`src/rtl/core/sles_pkg.sv`:
```
package sles_pkg;

    localparam int FIFO_DEPTH = 4;
    localparam int FIFO_AW    = 2;
    localparam int FIFO_CW    = 3;

    localparam int REG_EDGE_THRESHOLD = 0;
    localparam logic [7:0] THRESHOLD_RESET = 8'd10;

    typedef enum logic [1:0] {
        KIND_START         = 2'd0,
        KIND_SAMPLE        = 2'd1,
        KIND_END_BORDER    = 2'd2,
        KIND_END_OCCLUSION = 2'd3
    } kind_t;

    typedef enum logic [1:0] {
        EDGE_RISING    = 2'd0,
        EDGE_FALLING   = 2'd1,
        EDGE_BORDER    = 2'd2,
        EDGE_OCCLUSION = 2'd3
    } edge_type_t;

    typedef struct packed {
        logic [FIFO_CW-1:0] level;
        logic               room;
    } queue_stat_t;

endpackage

```
`src/rtl/core/sles_cfg.sv`:
```
module sles_cfg (
    input  logic        clk,
    input  logic        rst_n,
    input  logic        psel,
    input  logic        penable,
    input  logic        pwrite,
    input  logic [2:0]  paddr,
    input  logic [31:0] pwdata,
    output logic [31:0] prdata,
    output logic        pready,
    output logic [7:0]  edge_threshold
);
    import sles_pkg::*;

    logic [7:0] threshold_reg;
    logic       hit;

    assign hit    = (paddr[2:2] == 1'(REG_EDGE_THRESHOLD));
    assign pready = 1'b1;

    always_ff @(posedge clk or negedge rst_n)
    begin
        if (!rst_n)
        begin
            threshold_reg <= THRESHOLD_RESET;
        end
        else if (psel && penable && pwrite && hit)
        begin
            threshold_reg <= pwdata[7:0];
        end
    end

    always_comb
    begin
        prdata = '0;
        if (hit)
        begin
            prdata = {24'd0, threshold_reg};
        end
    end

    assign edge_threshold = threshold_reg;

endmodule

```
`src/rtl/core/sles_datapath.sv`:
```
module sles_datapath #(
    parameter int COORD_BITS = 10
) (
    input  logic                    clk,
    input  logic                    rst_n,
    input  logic [7:0]              edge_threshold,
    input  logic                    take,
    input  logic                    advance,
    input  logic [1:0]              kind,
    input  logic [COORD_BITS-1:0]   sample_position,
    input  logic [7:0]              luma,
    output logic                    stage_valid,
    output logic [1:0]              push_cnt,
    output logic [3*COORD_BITS+2:0] res0,
    output logic [3*COORD_BITS+2:0] res1
);
    import sles_pkg::*;

    localparam logic [COORD_BITS-1:0] CNT_MAX = '1;

    // input register
    logic                  stage_valid_reg;
    kind_t                 kind_reg;
    logic [COORD_BITS-1:0] pos_reg;
    logic [7:0]            luma_reg;

    // segment state
    logic [7:0]            prev_luma_reg, prev_luma_next;
    logic signed [8:0]     prev_diff_reg, prev_diff_next;
    logic [7:0]            largest_reg, largest_next;
    logic [COORD_BITS-1:0] peak_reg, peak_next;
    logic [COORD_BITS-1:0] seen_reg, seen_next;
    logic [COORD_BITS-1:0] origin_reg, origin_next;

    logic                  is_sample;
    logic                  is_end;
    logic signed [8:0]     diff;
    logic signed [8:0]     d;
    logic signed [9:0]     d10, pd10, thr10;
    logic [8:0]            mag9;
    logic [7:0]            mag;
    logic [COORD_BITS-1:0] cnt_eff;
    logic                  rising, falling, edge_hit;
    logic [7:0]            largest_base;
    logic                  peak_upd;
    logic [COORD_BITS-1:0] peak_cand;
    logic [COORD_BITS-1:0] origin_after, count_after;
    logic [3*COORD_BITS+2:0] edge_res, end_res;

    always_ff @(posedge clk or negedge rst_n)
    begin
        if (!rst_n)
        begin
            stage_valid_reg <= 1'b0;
        end
        else if (take)
        begin
            stage_valid_reg <= 1'b1;
        end
        else if (advance)
        begin
            stage_valid_reg <= 1'b0;
        end
    end

    always_ff @(posedge clk)
    begin
        if (take)
        begin
            kind_reg <= kind_t'(kind);
            pos_reg  <= sample_position;
            luma_reg <= luma;
        end
    end

    assign stage_valid = stage_valid_reg;

    assign is_sample = (kind_reg == KIND_SAMPLE);
    assign is_end    = (kind_reg == KIND_END_BORDER) || (kind_reg == KIND_END_OCCLUSION);

    assign diff  = $signed({1'b0, luma_reg}) - $signed({1'b0, prev_luma_reg});
    assign d     = is_sample ? diff : 9'sd0;
    assign d10   = {d[8], d};
    assign pd10  = {prev_diff_reg[8], prev_diff_reg};
    assign thr10 = $signed({2'b00, edge_threshold});

    assign cnt_eff = (is_sample && (seen_reg != CNT_MAX)) ? seen_reg + 1'b1 : seen_reg;

    assign rising   = (pd10 >= thr10) && (d10 < thr10);
    assign falling  = !rising && (pd10 <= -thr10) && (d10 > -thr10);
    assign edge_hit = (is_sample || is_end) && (rising || falling);

    assign mag9         = d[8] ? 9'(-d) : 9'(d);
    assign mag          = mag9[7:0];
    assign largest_base = edge_hit ? 8'd0 : largest_reg;
    assign peak_upd     = (mag > largest_base);
    assign peak_cand    = (pos_reg == '0) ? '0 : pos_reg - 1'b1;

    assign origin_after = edge_hit ? peak_reg : origin_reg;
    assign count_after  = edge_hit ? '0 : cnt_eff;

    assign edge_res = {peak_reg, rising ? EDGE_RISING : EDGE_FALLING,
                       origin_reg, cnt_eff, is_sample};
    assign end_res  = {pos_reg, 2'(kind_reg), origin_after, count_after, 1'b1};

    assign res0 = edge_hit ? edge_res : end_res;
    assign res1 = end_res;

    always_comb
    begin
        push_cnt = 2'd0;
        if (stage_valid_reg)
        begin
            case (kind_reg)
                KIND_START:  push_cnt = 2'd0;
                KIND_SAMPLE: push_cnt = edge_hit ? 2'd1 : 2'd0;
                default:     push_cnt = edge_hit ? 2'd2 : 2'd1;
            endcase
        end
    end

    always_comb
    begin
        prev_luma_next = prev_luma_reg;
        prev_diff_next = prev_diff_reg;
        largest_next   = largest_reg;
        peak_next      = peak_reg;
        seen_next      = seen_reg;
        origin_next    = origin_reg;
        case (kind_reg)
            KIND_START:
            begin
                origin_next    = pos_reg;
                prev_luma_next = luma_reg;
                prev_diff_next = '0;
                largest_next   = '0;
                peak_next      = '0;
                seen_next      = '0;
            end
            default:
            begin
                seen_next    = count_after;
                origin_next  = origin_after;
                largest_next = peak_upd ? mag : largest_base;
                peak_next    = peak_upd ? peak_cand : peak_reg;
                if (is_sample)
                begin
                    prev_luma_next = luma_reg;
                    prev_diff_next = diff;
                end
                else
                begin
                    prev_diff_next = '0;
                end
            end
        endcase
    end

    always_ff @(posedge clk or negedge rst_n)
    begin
        if (!rst_n)
        begin
            prev_luma_reg <= '0;
            prev_diff_reg <= '0;
            largest_reg   <= '0;
            peak_reg      <= '0;
            seen_reg      <= '0;
            origin_reg    <= '0;
        end
        else if (advance)
        begin
            prev_luma_reg <= prev_luma_next;
            prev_diff_reg <= prev_diff_next;
            largest_reg   <= largest_next;
            peak_reg      <= peak_next;
            seen_reg      <= seen_next;
            origin_reg    <= origin_next;
        end
    end

endmodule

```
`src/rtl/core/sles_out_queue.sv`:
```
module sles_out_queue #(
    parameter int W = 33
) (
    input  logic                  clk,
    input  logic                  rst_n,
    input  logic [1:0]            push_cnt,
    input  logic [W-1:0]          din0,
    input  logic [W-1:0]          din1,
    input  logic                  pop,
    output logic [W-1:0]          dout,
    output logic                  avail,
    output sles_pkg::queue_stat_t stat
);
    import sles_pkg::*;

    logic [W-1:0]         mem [FIFO_DEPTH];
    logic [FIFO_AW-1:0]   wr_ptr_reg, wr_ptr_next;
    logic [FIFO_AW-1:0]   rd_ptr_reg, rd_ptr_next;
    logic [FIFO_CW-1:0]   level_reg, level_next;
    logic [FIFO_AW-1:0]   wr_ptr_inc;

    assign wr_ptr_inc  = wr_ptr_reg + 1'b1;
    assign wr_ptr_next = wr_ptr_reg + FIFO_AW'(push_cnt);
    assign rd_ptr_next = rd_ptr_reg + FIFO_AW'(pop);
    assign level_next  = level_reg + FIFO_CW'(push_cnt) - FIFO_CW'(pop);

    always_ff @(posedge clk)
    begin
        if (push_cnt != 2'd0)
        begin
            mem[wr_ptr_reg] <= din0;
        end
        if (push_cnt == 2'd2)
        begin
            mem[wr_ptr_inc] <= din1;
        end
    end

    always_ff @(posedge clk or negedge rst_n)
    begin
        if (!rst_n)
        begin
            wr_ptr_reg <= '0;
            rd_ptr_reg <= '0;
            level_reg  <= '0;
        end
        else
        begin
            wr_ptr_reg <= wr_ptr_next;
            rd_ptr_reg <= rd_ptr_next;
            level_reg  <= level_next;
        end
    end

    assign dout       = mem[rd_ptr_reg];
    assign avail      = (level_reg != '0);
    assign stat.level = level_reg;
    assign stat.room  = (level_reg <= FIFO_CW'(FIFO_DEPTH - 2));

endmodule

```
`src/rtl/core/scanline_luma_edge_segmenter_core.sv`:
```
// Scanline edge segmenter: takes one item per cycle unless sample_stall is high (start,
// sample, border end or occlusion end) and reports rising/falling edges and segment ends.
// An accepted item is held in the input register; its results enter a four-entry result
// queue when that register advances, and the queue head drives the outputs. A start or
// sample item yields at most one result, and while edge_stall is low the block sustains
// one item per cycle; an end item that flushes a pending edge yields two results, so over
// a run of those the output side limits the rate. The input register advances only when
// the queue has two free entries; otherwise sample_stall is raised while it is occupied.
module scanline_luma_edge_segmenter_core #(
    parameter int COORD_BITS = 10
) (
    input  logic                  clk,
    input  logic                  rst_n,
    input  logic                  psel,
    input  logic                  penable,
    input  logic                  pwrite,
    input  logic [2:0]            paddr,
    input  logic [31:0]           pwdata,
    output logic [31:0]           prdata,
    output logic                  pready,
    input  logic                  sample_valid,
    output logic                  sample_stall,
    input  logic [1:0]            kind,
    input  logic [COORD_BITS-1:0] sample_position,
    input  logic [7:0]            luma,
    output logic                  edge_valid,
    input  logic                  edge_stall,
    output logic [COORD_BITS-1:0] edge_position,
    output logic [1:0]            edge_type,
    output logic [COORD_BITS-1:0] segment_begin,
    output logic [COORD_BITS-1:0] sample_count,
    output logic                  last
);
    import sles_pkg::*;

    localparam int RES_W = 3 * COORD_BITS + 3;

    logic [7:0]       edge_threshold;
    logic             stage_valid;
    logic             take;
    logic             advance;
    logic             pop;
    logic [1:0]       push_cnt;
    logic [RES_W-1:0] res0, res1, head;
    queue_stat_t      stat;

    sles_cfg u_cfg (
        .clk            (clk),
        .rst_n          (rst_n),
        .psel           (psel),
        .penable        (penable),
        .pwrite         (pwrite),
        .paddr          (paddr),
        .pwdata         (pwdata),
        .prdata         (prdata),
        .pready         (pready),
        .edge_threshold (edge_threshold)
    );

    assign advance      = stage_valid && stat.room;
    assign sample_stall = stage_valid && !stat.room;
    assign take         = sample_valid && !sample_stall;

    sles_datapath #(
        .COORD_BITS (COORD_BITS)
    ) u_datapath (
        .clk             (clk),
        .rst_n           (rst_n),
        .edge_threshold  (edge_threshold),
        .take            (take),
        .advance         (advance),
        .kind            (kind),
        .sample_position (sample_position),
        .luma            (luma),
        .stage_valid     (stage_valid),
        .push_cnt        (push_cnt),
        .res0            (res0),
        .res1            (res1)
    );

    assign pop = edge_valid && !edge_stall;

    sles_out_queue #(
        .W (RES_W)
    ) u_out_queue (
        .clk      (clk),
        .rst_n    (rst_n),
        .push_cnt (advance ? push_cnt : 2'd0),
        .din0     (res0),
        .din1     (res1),
        .pop      (pop),
        .dout     (head),
        .avail    (edge_valid),
        .stat     (stat)
    );

    assign {edge_position, edge_type, segment_begin, sample_count, last} = head;

    a_queue_bound: assert property (@(posedge clk) disable iff (!rst_n)
        stat.level <= FIFO_CW'(FIFO_DEPTH))
        else $error("result queue overflow");

    a_flush_not_last: assert property (@(posedge clk) disable iff (!rst_n)
        edge_valid && !last |-> (edge_type == EDGE_RISING) || (edge_type == EDGE_FALLING))
        else $error("non-final result is not an edge");

    a_end_is_last: assert property (@(posedge clk) disable iff (!rst_n)
        edge_valid && ((edge_type == EDGE_BORDER) || (edge_type == EDGE_OCCLUSION)) |-> last)
        else $error("segment end result not marked last");

    a_stall_needs_stage: assert property (@(posedge clk) disable iff (!rst_n)
        sample_stall |=> stage_valid)
        else $error("input register emptied while stalled");

endmodule
```
`config.mk`:
```
export PLATFORM = sky130hd
export DESIGN_NAME = scanline_luma_edge_segmenter_core
export DESIGN_NICKNAME = d
export VERILOG_FILES = /design/src/rtl/core/sles_pkg.sv /design/src/rtl/core/sles_cfg.sv /design/src/rtl/core/sles_datapath.sv /design/src/rtl/core/sles_out_queue.sv /design/src/rtl/core/scanline_luma_edge_segmenter_core.sv
export SDC_FILE = /design/constraint.sdc
export NUM_CORES = 1
export LEC_CHECK = 0
export ABC_AREA = 1
export BUFFER_PORTS_ARGS = -buffer_cell sky130_fd_sc_hd__clkbuf_2
export CORE_ASPECT_RATIO = 0.8
export CORE_UTILIZATION = 30
export CTS_BUF_LIST = sky130_fd_sc_hd__clkbuf_16
export DETAILED_ROUTE_END_ITERATION = 12
export PLACE_DENSITY_LB_ADDON = 0.25
export SYNTH_ARGS = -nofsm -noshare
export SYNTH_HDL_FRONTEND = slang
export SYNTH_SLANG_ARGS = --single-unit
```
`constraint.sdc`:
```
create_clock -name clk -period 5.8 [get_ports clk]
set_input_delay 0 -clock clk [delete_from_list [all_inputs] [get_ports clk]]
set_output_delay 0 -clock clk [all_outputs]
set_load 0.01 [all_outputs]
```
==> flow_metrics.tcl <==
set metrics [dict create \
    skew_ns 0.00964 \
    vias_per_cell 4.84 \
    synthTopCellsByArea "edfxtp_1, dfrtp_1, nand2_1" \
    ir_drop_uv 272 \
    drtIter0Drc 818 \
    yosys_warnings 0 \
    drv_slew 0 \
    cts_tree "done" \
    crit_top_cell "nand2_1" \
    regMostFlops "u_out_queue.mem" \
    largest_reg_flops 132 \
    ant_nets 0 \
    nets 1590 \
    finalSetupTns_ns 0 \
    clockRootBuffer "clkbuf_16" \
    rows 65 \
    cp.required_ns 6.24 \
    area_growth_pct 17.1 \
    antennaDiodeCount 0 \
    cts-htree-levels 1 \
    portBuffers 78 \
    leakage_nw 6.00 \
    setup_violations 0 \
    tightest_slew_ns 1.04 \
    min_from "pwrite" \
    grt_pass1_vias 9264 \
    r2r_cells 32 \
    wl_per_cell_um 17.0 \
    die_w_um 227 \
    ys_ff_latch 223 \
    cts.path.max_buffers 3 \
    period_needed_ns 5.20 \
    grt-ovfl-total 0 \
    num-fill-cells 4087 \
    synth-edff-count 148 \
    yosys.area.top_type "edfxtp_1" \
    hpwlAfterDp_um 22500 \
    cts_buffers 25 \
    ys_seq_area_share_pct 51.8 \
    min_to "u_cfg.edge_threshold[3]" \
    synth_top_area_share_pct 36.5 \
    hold_depth 3 \
    drive_gt1_share_pct 11.7 \
    seqCellArea_um2 6310 \
    cts.sinks 223 \
    crit_start "u_datapath.prev_luma_reg[0]" \
    status "finished, final reports clean" \
    chipHeight_um 182 \
    num_io_pins 130 \
    clkTransAtPathRegs_ns 0.06 \
    ys.flop_type "edfxtp_1" \
    finalCritPeriodShare_pct 89.6 \
    drc 0 \
    via_count 9798 \
    fmax_mhz 192 \
    antenna_found_initial 0 \
    hold_viol_final 0 \
    min_path_type "in2reg" \
    drv_cap 0 \
    utilization_pct 36.0 \
    slowest_delay_ns 0.48 \
    place_congestion 0.819 \
    cp_slowest_cell "inv_1" \
    crit_family "simple AND/OR/NAND/NOR gates" \
    ys_async_sr_fraction_pct 31.8 \
    cp-start-kind "register" \
    clock_latency_ns 0.55 \
    first_pass_iters 5 \
    synthCells 1367 \
    multi_input_area_um2 5050 \
    layout_common_cells "nand2_1, nor2_1, edfxtp_1" \
    path_buf_inv 3 \
    worstPathMaxFanout 35 \
    reg2reg_from "u_datapath.prev_luma_reg[0]" \
    rsz0062_at_grt "no" \
    dieArea_um2 41400 \
    ys_types 51 \
    syn_area_per_cell_um2 8.91 \
    r2r_setup_slack_ns 0.60 \
    syn_area_um2 12200 \
    grt_use_total_pct 16.9 \
    start_util_pct 30.7 \
    cp.arrival_ns 5.64 \
    grt_pass1_wl_um 54100 \
    design.core.area_um2 39700 \
    grt_max_degree 68 \
    powerDensity_nw_per_um2 531 \
    regToRegEndpoint "u_datapath.peak_reg[8]" \
    end_kind "register" \
    mostFrequentLayoutCell "nand2_1" \
    relSlewSlack_pct 30.2 \
    cts-resized-gates 0 \
    drt_wl_total_um 34500 \
    worstSetupPathType "reg2reg" \
]
[cell type report]
cell class,instances,share of cell area [%]
sequential,223,44.2
tap,536,4.70
clock buffer,25,4.38
inverter,115,3.03
timing repair buffer,144,7.05
clock inverter,21,1.25
multi-input combinational,962,35.4
[cell usage after synthesis, drive strengths merged (5+ instances only)]
library cell,number
a21oi,45
buf,49
clkbuf,41
dfrtp,69
edfxtp,148
ha,55
inv,114
nand2,254
nand3,96
nand4,5
nor2,164
nor3,10
o21ai,197
o22ai,41
o31ai,12
xor2,28
[how the worst max path moves through the flow]
stage	endpoint	slack (ns)	cells past startpoint
final	u_datapath.peak_reg[8]	0.60	32
after global routing	u_datapath.peak_reg[6]	0.09	32
after CTS	u_datapath.peak_reg[4]	0.62	32
after detailed placement	u_datapath.peak_reg[4]	0.66	31
after global placement	u_datapath.peak_reg[4]	0.71	33
after floorplan	u_datapath.largest_reg[5]	1.40	33
[through the flow]
| stage | area (um2) | power [mW] | hold slack (ns) | cells | setup WS [ns] |
|---|---|---|---|---|---|
| 2_1_floorplan | 12300 | 4.79 | -0.296 | 1390 | 1.40 |
| 3_3_place_gp | 13100 | 5.95 | -0.0241 | 1947 | 0.715 |
| 3_5_place_dp | 13100 | 6.00 | -0.0161 | 1947 | 0.663 |
| 4_1_cts | 14300 | 7.62 | 0.0560 | 2026 | 0.622 |
| 5_1_grt | 14300 | 8.20 | 0.131 | 2026 | 0.0903 |
| 6_report | 14300 | 7.58 | 0.0718 | 2026 | 0.605 |
[layer usage]
layer	vias to the layer above	track usage, %	wire length, um
met4	0	4.03	666
li1	4832	-	-
met2	302	24.8	14300
met3	42	2.93	2500
met1	4622	25.5	17000
met5	-	0	0
[cells by family after synthesis]
group | after synthesis | share of synthesized area [%]
xor gates and xnor gates | 32 | 2.30
AOI/OAI and AO/OA | 308 | 13.6
other | 2 | 0.0617
DFF | 223 | 51.8
adders and majority gates | 57 | 5.98
and+or+nand+nor | 540 | 18.8
buffers and inverters | 205 | 7.52
[power breakdown]
part / total [mW] / leakage [nW] / switching (mW) / internal, mW
registers: 2.38 / 2.32 / 0.231 / 2.15
logic: 3.62 / 3.27 / 2.50 / 1.12
clock network: 1.58 / 0.416 / 0.663 / 0.917
total: 7.58 / 6.00 / 3.40 / 4.19
[worst min-delay path, stage by stage]
cell and delay (ns):
clkbuf_2 0.08, nand4_1 0.40, a21oi_1 0.13
[timing repair]
item | in CTS | in global routing
endpoints found under the hold margin | 63 | 0
hold buffers | 33 | 0
buffers inserted | 0 | 0
(Power assumes the default switching activity.)
